File: src/rtl/tifc_pkg.sv
// Package for the turn-indicator flasher control unit.
// Holds light, mode, lever and register codes, reset values and shared types.
// No dependencies.
package tifc_pkg;

  // Default width of the tick counter
  localparam int TimeWidth = 32;

  // Field widths
  localparam int VoltWidth  = 8;
  localparam int CfgWidth   = 8;
  localparam int CodeWidth  = 2;
  localparam int IndexWidth = 2;

  // Light codes
  localparam logic [CodeWidth-1:0] LIGHT_BOTH  = 2'd0;
  localparam logic [CodeWidth-1:0] LIGHT_LEFT  = 2'd1;
  localparam logic [CodeWidth-1:0] LIGHT_OFF   = 2'd2;
  localparam logic [CodeWidth-1:0] LIGHT_RIGHT = 2'd3;

  // Mode codes
  localparam logic [CodeWidth-1:0] MODE_HAZARD = 2'd0;
  localparam logic [CodeWidth-1:0] MODE_LEFT   = 2'd1;
  localparam logic [CodeWidth-1:0] MODE_NONE   = 2'd2;
  localparam logic [CodeWidth-1:0] MODE_RIGHT  = 2'd3;

  // Lever codes (the fourth code matches none of them)
  localparam logic [CodeWidth-1:0] LEVER_NEUTRAL = 2'd0;
  localparam logic [CodeWidth-1:0] LEVER_LEFT    = 2'd1;
  localparam logic [CodeWidth-1:0] LEVER_RIGHT   = 2'd2;

  // Configuration register indexes
  localparam logic [IndexWidth-1:0] REG_THRESHOLD = 2'd0;
  localparam logic [IndexWidth-1:0] REG_ON_DUR    = 2'd1;
  localparam logic [IndexWidth-1:0] REG_OFF_DUR   = 2'd2;

  // Register reset values
  localparam logic [CfgWidth-1:0] THRESHOLD_RST = 8'd80;
  localparam logic [CfgWidth-1:0] ON_DUR_RST    = 8'd17;
  localparam logic [CfgWidth-1:0] OFF_DUR_RST   = 8'd11;

  // Controller state seen by the rule logic (phase start kept apart, its width is a parameter)
  typedef struct packed {
    logic [CodeWidth-1:0] light;
    logic [CodeWidth-1:0] mode;
    logic [VoltWidth-1:0] prev_voltage;
    logic [CodeWidth-1:0] prev_lever;
    logic                 prev_hazard;
    logic [CodeWidth-1:0] prev_mode;
  } ctrl_state_t;

  // Configuration registers
  typedef struct packed {
    logic [CfgWidth-1:0] threshold;
    logic [CfgWidth-1:0] on_dur;
    logic [CfgWidth-1:0] off_dur;
  } cfg_regs_t;

  // Rule outcome
  typedef struct packed {
    logic                 fired;
    logic                 set_light;
    logic                 set_mode;
    logic [CodeWidth-1:0] light;
    logic [CodeWidth-1:0] mode;
  } rule_result_t;

endpackage

File: src/rtl/tifc_rules.sv
// Priority rule evaluation for the flasher control unit.
// Pure combinational: picks the first matching rule and its new light or mode.
// Depends on tifc_pkg.
module tifc_rules import tifc_pkg::*; #(
  parameter int TIME_WIDTH = TimeWidth
) (
  input  cfg_regs_t              cfg,
  input  ctrl_state_t            st,
  input  logic [TIME_WIDTH-1:0]  phase_start,
  input  logic [VoltWidth-1:0]   voltage,
  input  logic [CodeWidth-1:0]   lever,
  input  logic                   hazard_switch,
  input  logic [TIME_WIDTH-1:0]  now,
  output rule_result_t           res
);

  logic                  ok;
  logic                  was_ok;
  logic [TIME_WIDTH-1:0] elapsed;
  logic                  on_done;
  logic                  off_done;

  // Voltage checks and phase timing (elapsed wraps with the counter)
  assign ok       = voltage > cfg.threshold;
  assign was_ok   = st.prev_voltage > cfg.threshold;
  assign elapsed  = now - phase_start;
  assign on_done  = elapsed >= TIME_WIDTH'(cfg.on_dur);
  assign off_done = elapsed >= TIME_WIDTH'(cfg.off_dur);

  // First matching rule wins; light rules come before mode rules
  always_comb begin
    res = '{fired: 1'b1, set_light: 1'b1, set_mode: 1'b0,
            light: st.light, mode: st.mode};
    priority if (was_ok && !ok && st.light != LIGHT_OFF) begin
      // undervoltage edge
      res.light = LIGHT_OFF;
    end else if (st.mode == MODE_LEFT && ok && (st.prev_mode != MODE_LEFT || !was_ok)
                 && st.light != LIGHT_LEFT) begin
      res.light = LIGHT_LEFT;
    end else if (st.mode == MODE_RIGHT && ok && (st.prev_mode != MODE_RIGHT || !was_ok)
                 && st.light != LIGHT_RIGHT) begin
      res.light = LIGHT_RIGHT;
    end else if (st.mode == MODE_HAZARD && ok && (st.prev_mode != MODE_HAZARD || !was_ok)
                 && st.light != LIGHT_BOTH) begin
      res.light = LIGHT_BOTH;
    end else if (st.mode == MODE_NONE && ok && st.light != LIGHT_OFF) begin
      res.light = LIGHT_OFF;
    end else if ((st.light == LIGHT_RIGHT || st.light == LIGHT_LEFT) && ok && on_done) begin
      // on phase over
      res.light = LIGHT_OFF;
    end else if (st.mode == MODE_LEFT && st.light == LIGHT_OFF && ok && off_done) begin
      res.light = LIGHT_LEFT;
    end else if (st.mode == MODE_RIGHT && st.light == LIGHT_OFF && ok && off_done) begin
      res.light = LIGHT_RIGHT;
    end else if (st.mode == MODE_HAZARD && st.light == LIGHT_OFF && ok && off_done) begin
      res.light = LIGHT_BOTH;
    end else begin
      // mode rules from lever and hazard edges
      res.set_light = 1'b0;
      res.set_mode  = 1'b1;
      priority if (!hazard_switch && st.prev_lever != LEVER_LEFT && lever == LEVER_LEFT
                   && st.mode != MODE_LEFT) begin
        res.mode = MODE_LEFT;
      end else if (!hazard_switch && st.prev_lever != LEVER_RIGHT && lever == LEVER_RIGHT
                   && st.mode != MODE_RIGHT) begin
        res.mode = MODE_RIGHT;
      end else if (!st.prev_hazard && hazard_switch && st.mode != MODE_HAZARD) begin
        res.mode = MODE_HAZARD;
      end else if (st.prev_lever != LEVER_LEFT && lever == LEVER_LEFT && st.prev_hazard
                   && hazard_switch && st.mode != MODE_LEFT) begin
        res.mode = MODE_LEFT;
      end else if (st.prev_lever != LEVER_RIGHT && lever == LEVER_RIGHT && st.prev_hazard
                   && hazard_switch && st.mode != MODE_RIGHT) begin
        res.mode = MODE_RIGHT;
      end else if (st.mode != MODE_HAZARD && st.prev_lever != LEVER_NEUTRAL
                   && lever == LEVER_NEUTRAL && st.prev_hazard && hazard_switch) begin
        res.mode = MODE_HAZARD;
      end else if (st.mode != MODE_LEFT && st.prev_lever == LEVER_LEFT && lever == LEVER_LEFT
                   && st.prev_hazard && !hazard_switch) begin
        res.mode = MODE_LEFT;
      end else if (st.mode != MODE_RIGHT && st.prev_lever == LEVER_RIGHT
                   && lever == LEVER_RIGHT && st.prev_hazard && !hazard_switch) begin
        res.mode = MODE_RIGHT;
      end else begin
        // no rule
        res.fired    = 1'b0;
        res.set_mode = 1'b0;
      end
    end
  end

endmodule

File: src/rtl/turn_indicator_flasher_control_unit.sv
// Top level of the turn-indicator flasher control unit.
// Input register, rule evaluation (tifc_rules), controller state and result register.
// Depends on tifc_pkg and tifc_rules.

// Takes one control sample (voltage, lever, hazard switch, tick count) per transaction
// and returns one result (lights, mode, changed) per sample, in order. Throughput is
// one sample per clock unless out_ready stalls the result channel; a sample's result
// passes the input register, then the result register, and the controller state is
// updated when the sample leaves the input register. Configuration registers are
// written through a plain write port and must only be written while no sample is in
// flight. The tick counter width is TIME_WIDTH; elapsed time wraps modulo 2^TIME_WIDTH.
module turn_indicator_flasher_control_unit import tifc_pkg::*; #(
  parameter int TIME_WIDTH = TimeWidth
) (
  input  logic                  clk,
  input  logic                  rst,
  // configuration
  input  logic                  cfg_write,
  input  logic [IndexWidth-1:0] cfg_index,
  input  logic [CfgWidth-1:0]   cfg_data,
  // sample channel
  input  logic                  in_valid,
  output logic                  in_ready,
  input  logic [VoltWidth-1:0]  voltage,
  input  logic [CodeWidth-1:0]  lever,
  input  logic                  hazard_switch,
  input  logic [TIME_WIDTH-1:0] now,
  // result channel
  output logic                  out_valid,
  input  logic                  out_ready,
  output logic [CodeWidth-1:0]  lights,
  output logic [CodeWidth-1:0]  mode,
  output logic                  changed
);

  cfg_regs_t             cfg;
  ctrl_state_t           st;
  logic [TIME_WIDTH-1:0] phase_start;

  logic                  s1_valid;
  logic [VoltWidth-1:0]  s1_voltage;
  logic [CodeWidth-1:0]  s1_lever;
  logic                  s1_hazard;
  logic [TIME_WIDTH-1:0] s1_now;
  logic                  s1_advance;

  rule_result_t          res;

  // Configuration registers
  always_ff @(posedge clk) begin
    if (rst) begin
      cfg <= '{threshold: THRESHOLD_RST, on_dur: ON_DUR_RST, off_dur: OFF_DUR_RST};
    end else if (cfg_write) begin
      unique case (cfg_index)
        REG_THRESHOLD: cfg.threshold <= cfg_data;
        REG_ON_DUR:    cfg.on_dur    <= cfg_data;
        REG_OFF_DUR:   cfg.off_dur   <= cfg_data;
        default: ;
      endcase
    end
  end

  // Handshake: the input stage moves on whenever the result register is free
  assign s1_advance = s1_valid && (!out_valid || out_ready);
  assign in_ready   = !s1_valid || s1_advance;

  // Input register
  always_ff @(posedge clk) begin
    if (rst) begin
      s1_valid <= 1'b0;
    end else if (in_ready) begin
      s1_valid <= in_valid;
    end
  end

  always_ff @(posedge clk) begin
    if (in_valid && in_ready) begin
      s1_voltage <= voltage;
      s1_lever   <= lever;
      s1_hazard  <= hazard_switch;
      s1_now     <= now;
    end
  end

  // Rule evaluation
  tifc_rules #(
    .TIME_WIDTH (TIME_WIDTH)
  ) u_rules (
    .cfg           (cfg),
    .st            (st),
    .phase_start   (phase_start),
    .voltage       (s1_voltage),
    .lever         (s1_lever),
    .hazard_switch (s1_hazard),
    .now           (s1_now),
    .res           (res)
  );

  // Controller state update, one sample per advance
  always_ff @(posedge clk) begin
    if (rst) begin
      st          <= '{light: LIGHT_OFF, mode: MODE_NONE, prev_voltage: '0,
                       prev_lever: LEVER_NEUTRAL, prev_hazard: 1'b0, prev_mode: MODE_NONE};
      phase_start <= '0;
    end else if (s1_advance) begin
      if (res.set_light) st.light <= res.light;
      if (res.set_mode)  st.mode  <= res.mode;
      if (res.fired)     phase_start <= s1_now;
      st.prev_voltage <= s1_voltage;
      st.prev_lever   <= s1_lever;
      st.prev_hazard  <= s1_hazard;
      // mode held at the start of this sample, seen as an edge next time
      st.prev_mode    <= st.mode;
    end
  end

  // Result register
  always_ff @(posedge clk) begin
    if (rst) begin
      out_valid <= 1'b0;
    end else if (s1_advance) begin
      out_valid <= 1'b1;
    end else if (out_ready) begin
      out_valid <= 1'b0;
    end
  end

  always_ff @(posedge clk) begin
    if (s1_advance) begin
      lights  <= res.light;
      mode    <= res.mode;
      changed <= res.fired;
    end
  end

endmodule

File: config.mk
export PLATFORM = sky130hd
export DESIGN_NAME = turn_indicator_flasher_control_unit
export DESIGN_NICKNAME = d
export VERILOG_FILES = /design/src/rtl/tifc_pkg.sv /design/src/rtl/tifc_rules.sv /design/src/rtl/turn_indicator_flasher_control_unit.sv
export SDC_FILE = /design/constraint.sdc
export NUM_CORES = 1
export LEC_CHECK = 0
export BUFFER_PORTS_ARGS = -buffer_cell sky130_fd_sc_hd__buf_2
export CAP_MARGIN = 20
export CELL_PAD_IN_SITES_DETAIL_PLACEMENT = 0
export CELL_PAD_IN_SITES_GLOBAL_PLACEMENT = 1
export CORE_ASPECT_RATIO = 0.9
export CORE_MARGIN = 1
export CORE_UTILIZATION = 40
export DETAILED_ROUTE_END_ITERATION = 10
export MAX_ROUTING_LAYER = met4
export PLACE_DENSITY = 0.71
export SLEW_MARGIN = 25
export SYNTH_ARGS = -nofsm -noshare
export SYNTH_HDL_FRONTEND = slang
export SYNTH_HIERARCHICAL = 1
export SYNTH_SLANG_ARGS = --single-unit
File: constraint.sdc
create_clock -name clk -period 4.9 [get_ports clk]
set_input_delay 0.735 -clock clk [delete_from_list [all_inputs] [get_ports clk]]
set_output_delay 0.735 -clock clk [all_outputs]
set_load 0.02 [all_outputs]
# Yosys cells after proc, flatten, opt, wreduce, memory -nomap -nowiden
# Cells that the tools add are included.
[op_classes]
n_addsub = 1
magnitude_cmp = 4
n_eq_ne = 21
mux = 45
n_reduce_logical = 80
[ops]
columns = ["op", "count"]
rows = [
  ["32-bit by 8-bit >= comparator with 1-bit output", 2],
  ["1-bit logical AND", 54],
  ["2-bit two-way mux", 26],
  ["32-bit subtractor", 1],
  ["3-bit two-way mux", 9],
  ["8-bit > comparator", 2],
  ["2-bit == test, second input constant", 7],
  ["2-bit AND reduction", 6],
  ["2-bit by 1-bit == test with 1-bit output, second input constant", 5],
  ["1-bit two-way mux", 10],
  ["2-bit inequality test, second input constant", 5],
  ["2-bit nonzero test", 5],
  ["2-bit by 1-bit inequality test with 1-bit output, second input constant", 4],
  ["1-bit zero test", 6],
  ["2-bit zero test", 3],
  ["1-bit logical OR", 6],
]
[word_totals]
reg_bits = 123
in_bits = 58
out_inout_bits = 7
elab_cells = 170

# Longest topological paths before layout
[logic_depth]
ltp_word = 23
mapped_depth = 20
mapped_depth_nobuf = 20

# Hierarchy
# Netlist, hierarchy kept.
[modules_own_cells]
columns = ["module", "n_inst", "cells_per_inst", "area_each_um2", "seq_area_each_um2"]
rows = [
  ["turn_indicator_flasher_control_unit", 1, 374, 4645.7, 2942.8],
  ["tifc_rules", 1, 519, 3368.2, 0.0],
]

# Worst setup path after synthesis
# No wires, ideal clock.
[synth_timing]
path_kind = "reg-to-reg"
from = "reg s1_now[3]"
to = "reg, netlist name st[16]"
setup_ns = 0.072
arrival_time_ns = 3.660
required_ns = 4.828
slack_ns = 1.168
path_stages_with_launch = 20
n_path_buf = 0
synth_period_minus_slack_ns = 3.732
cell_sequence = "edfxtp_1 ha_1 a21o_1 a21oi_1 a21boi_1 o21a_1 nor2_1 xnor2_1 ha_1 a2111oi_0 o21ai_0 o21ai_0 o2111ai_1 nor4_1 o22ai_1 o221a_2 o22a_1 nor2_1 nor2_1 mux2i_1"
[synth_rtl]
columns = ["item", "line_no", "source"]
rows = [
  ["start, declared", "turn_indicator_flasher_control_unit.sv:44", "logic [TIME_WIDTH-1:0] s1_now;"],
  ["start signal, assigned", "turn_indicator_flasher_control_unit.sv:81", "s1_now <= now;"],
]

==> impl_metrics.ini <==
[outcome]
status = complete, no violations

[power]
vdd_drop_max_mv = 0.1573
p_total_mw = 3.024
internal_power_mw = 2.129
switching_share = 0.2960
seq_power_share = 0.382
p_sw_uw = 895.3
powerDensity_nw_per_um2 = 333.7
comb_power_share = 0.197
p_leak_nw = 3.543
power.share.clock = 0.421

[global_routing]
grt_pass1_wl_um = 28720
antenna_found_initial = 0
grt_util_all_layers = 0.1831
grt_pass1_vias = 5604
grt_max_degree = 86
grt_overflow_total = 0

[die]
dieHeight_um = 136.3
ios = 65
die_x_um = 151.2
dieArea_um2 = 20610
fp-row-count = 48
initial_core_util = 0.4131
core_area_um2 = 19400

[placement]
place_area_um2 = 8469
port_buffers = 64
place_hpwl_um = 12800
gp_congestion = 0.9053

[clocking]
clk_path_buf_depth = 2
clk_latency_ns = 0.42
cts_tree = done
htreeDepth = 4
clkSlewWorstSetupHoldPaths_ns = 0.06
clock_sinks = 123
ctsRootBufferMaster = clkbuf_16
postCtsSetupRepairBufs = 0
cts_made_buffers = 17

[yosys]
yosysTopAreaCell = dfxtp_1
ys_warn_count = 6
ys_types = 81
syn_nets = 1015
syn_area_per_cell_um2 = 8.974
synth_area_um2 = 8014
synth_seq_area_share = 0.3672
synthCells = 893
synth_common_cells = nand2b_1, dfxtp_1, a21oi_1
yosys_most_used_dff = dfxtp_1
yosysTopAreaCellShare = 0.1874
synth_area_leaders = dfxtp_1, edfxtp_1, ha_1
synth_edf_count = 48
async_flop_share = 0
synth_seq_cells = 123
yosysMostFrequentCell = nand2b_1

[critical_path]
cp_max_fo = 5
r2r_start = s1_now[1]
r2r_setup_slack_ns = 0.53
endpoint_kind = flip-flop
crit_path_start = s1_now[1]
cp.required_ns = 5.24
crit_end = st[16]
worstRegToRegCells = 18
r2r-end = st[16]
arrival_ns = 4.72
worst-setup-path-type = reg -> reg
start_kind = flip-flop

[final_layout]
final_util = 0.4671
regArea_um2 = 2943
drive_gt1_frac = 0.1303
syn_to_final_growth_pct = 13.07
multi_input_area_um2 = 4582
fillCellCount = 1921
fin_nets = 1068
n_antenna_cell = 0
fin_area_um2 = 9061

[run]
drv_cap = 0

[timing]
setup_viol = 0
fin_hold_ws_ns = 0.4552
layout_min_cycle_time_ns = 4.370
finalSetupTns_ns = 0
fin_crit_sh = 0.8919
slew_violations = 0
maxSlewHeadroom = 0.4939
finalHoldViolations = 0
worst_pin_slew_ns = 0.7591
skew_ns = 0.01669
max_freq_mhz = 228.8
rsz0062_at_grt = no

[drt]
finalWirelength_um = 17550
route.detailed.drc = 0
wl_per_cell_um = 14.51
dr.pass1.iters = 5
vias_per_cell = 5.093
vias = 6157
antenna_left = 0
drt_iter0_drc = 376

[worst_hold_path]
hold_path_class = reg -> reg
-- power groups by stage --
stage / clock, mW / sequential (mW) / combinational (mW)
final: 1.27 / 1.16 / 0.595
after CTS: 1.31 / 1.16 / 0.598
after detailed placement: 0 / 1.18 / 0.594
after floorplan: 0 / 1.17 / 0.458
after global routing: 1.35 / 1.16 / 0.674
after global placement: 0 / 1.18 / 0.598
-- repair_timing --
item / CTS / global route
setup endpoints to repair: 0 / 1
hold buffers: 0 / 0
gates resized for setup: 0 / 1
-- worst min path at each step --
stage	depth (start not counted)	start	slack [ns]	to
final	2	cfg[14]	0.46	cfg[14]
after global routing	1	voltage[1]	0.46	s1_voltage[1]
after CTS	2	cfg[14]	0.46	cfg[14]
after detailed placement	2	cfg[14]	0.45	cfg[14]
after global placement	2	cfg[5]	0.45	cfg[5]
after floorplan	2	cfg[10]	0.44	cfg[10]
-- cell type report --
type                       count  area share
multi-input combinational    664      0.5057
sequential                   123      0.3248
clock buffer                  17     0.04695
timing repair buffer          68     0.04004
tap                          250     0.03452
inverter                      72     0.03010
clock inverter                15     0.01795
-- kinds of logic (layout without fill, tap and decap cells) --
kind of cell,Yosys count,after routing,synth area share
simple gates,337,337,0.2240
flops,123,123,0.3672
xor+xnor,18,18,0.01967
buf+inv,106,172,0.06183
compound gates,187,187,0.1539
mux,58,58,0.07244
fa+ha+maj,64,64,0.1009
-- sequential cells by signal (all words and copies together), names as in the netlist, 2 cells and up --
signal,cells
s1_now,32
st,17
lights,2
phase_start,32
cfg,24
s1_lever,2
s1_voltage,8
mode,2
-- routing by layer --
metal | track usage | up-vias | share of wire | wire [um]
li1 | - | 3266 | - | -
met1 | 0.2621 | 2766 | 0.53 | 9316
met2 | 0.2590 | 115 | 0.42 | 7379
met3 | 0.03624 | 10 | 0.040 | 698
met4 | 0.04889 | 0 | 0.0087 | 153
met5 | - | - | 0 | 0
-- placed cells by master (no fill, tap or decap), types with 4 or more instances in the layout --
master     count
or3_1          7
xor2_1         7
nand2_1       71
a211oi_1       5
nand3_1       20
inv_1         71
o22ai_1        4
nor4_1         5
inv_6          6
buf_2         64
o2111ai_1      6
clkbuf_16     17
o211ai_1       8
mux2i_1       58
nor3_1        18
o21ai_0       29
ha_1          63
a21oi_1       72
xnor2_1       11
o21a_1        10
nor2_1        64
a21o_1        12
nor2b_1        9
nand4_1        9
and3_1         6
dfxtp_1       75
a21oi_2        4
nand2b_1      99
edfxtp_1      48
-- critical path: stages, from the launching register on --
cell and delay [ns]:
edfxtp_1 0.42, ha_1 0.30, nor2b_1 0.14, o2111ai_1 0.42, a21boi_1 0.20, o21a_1 0.20, nor2_1 0.11, xnor2_1 0.19
ha_1 0.29, o21a_1 0.10, o21ai_0 0.52, o2111ai_1 0.21, nor4_1 0.31, o22ai_1 0.13, o221a_2 0.25, o22a_1 0.19
nor2_1 0.11, nor2_1 0.07, mux2i_1 0.15
-- stage by stage --
step | std cells | setup slack, ns
after global routing | 1209 | 0.05570
final | 1209 | 0.5298
after CTS | 1209 | 0.4599
after detailed placement | 1177 | 0.5000
after global placement | 1177 | 0.4984
after floorplan | 893 | 1.168
Note: power is estimated with default switching activity, not from simulation.
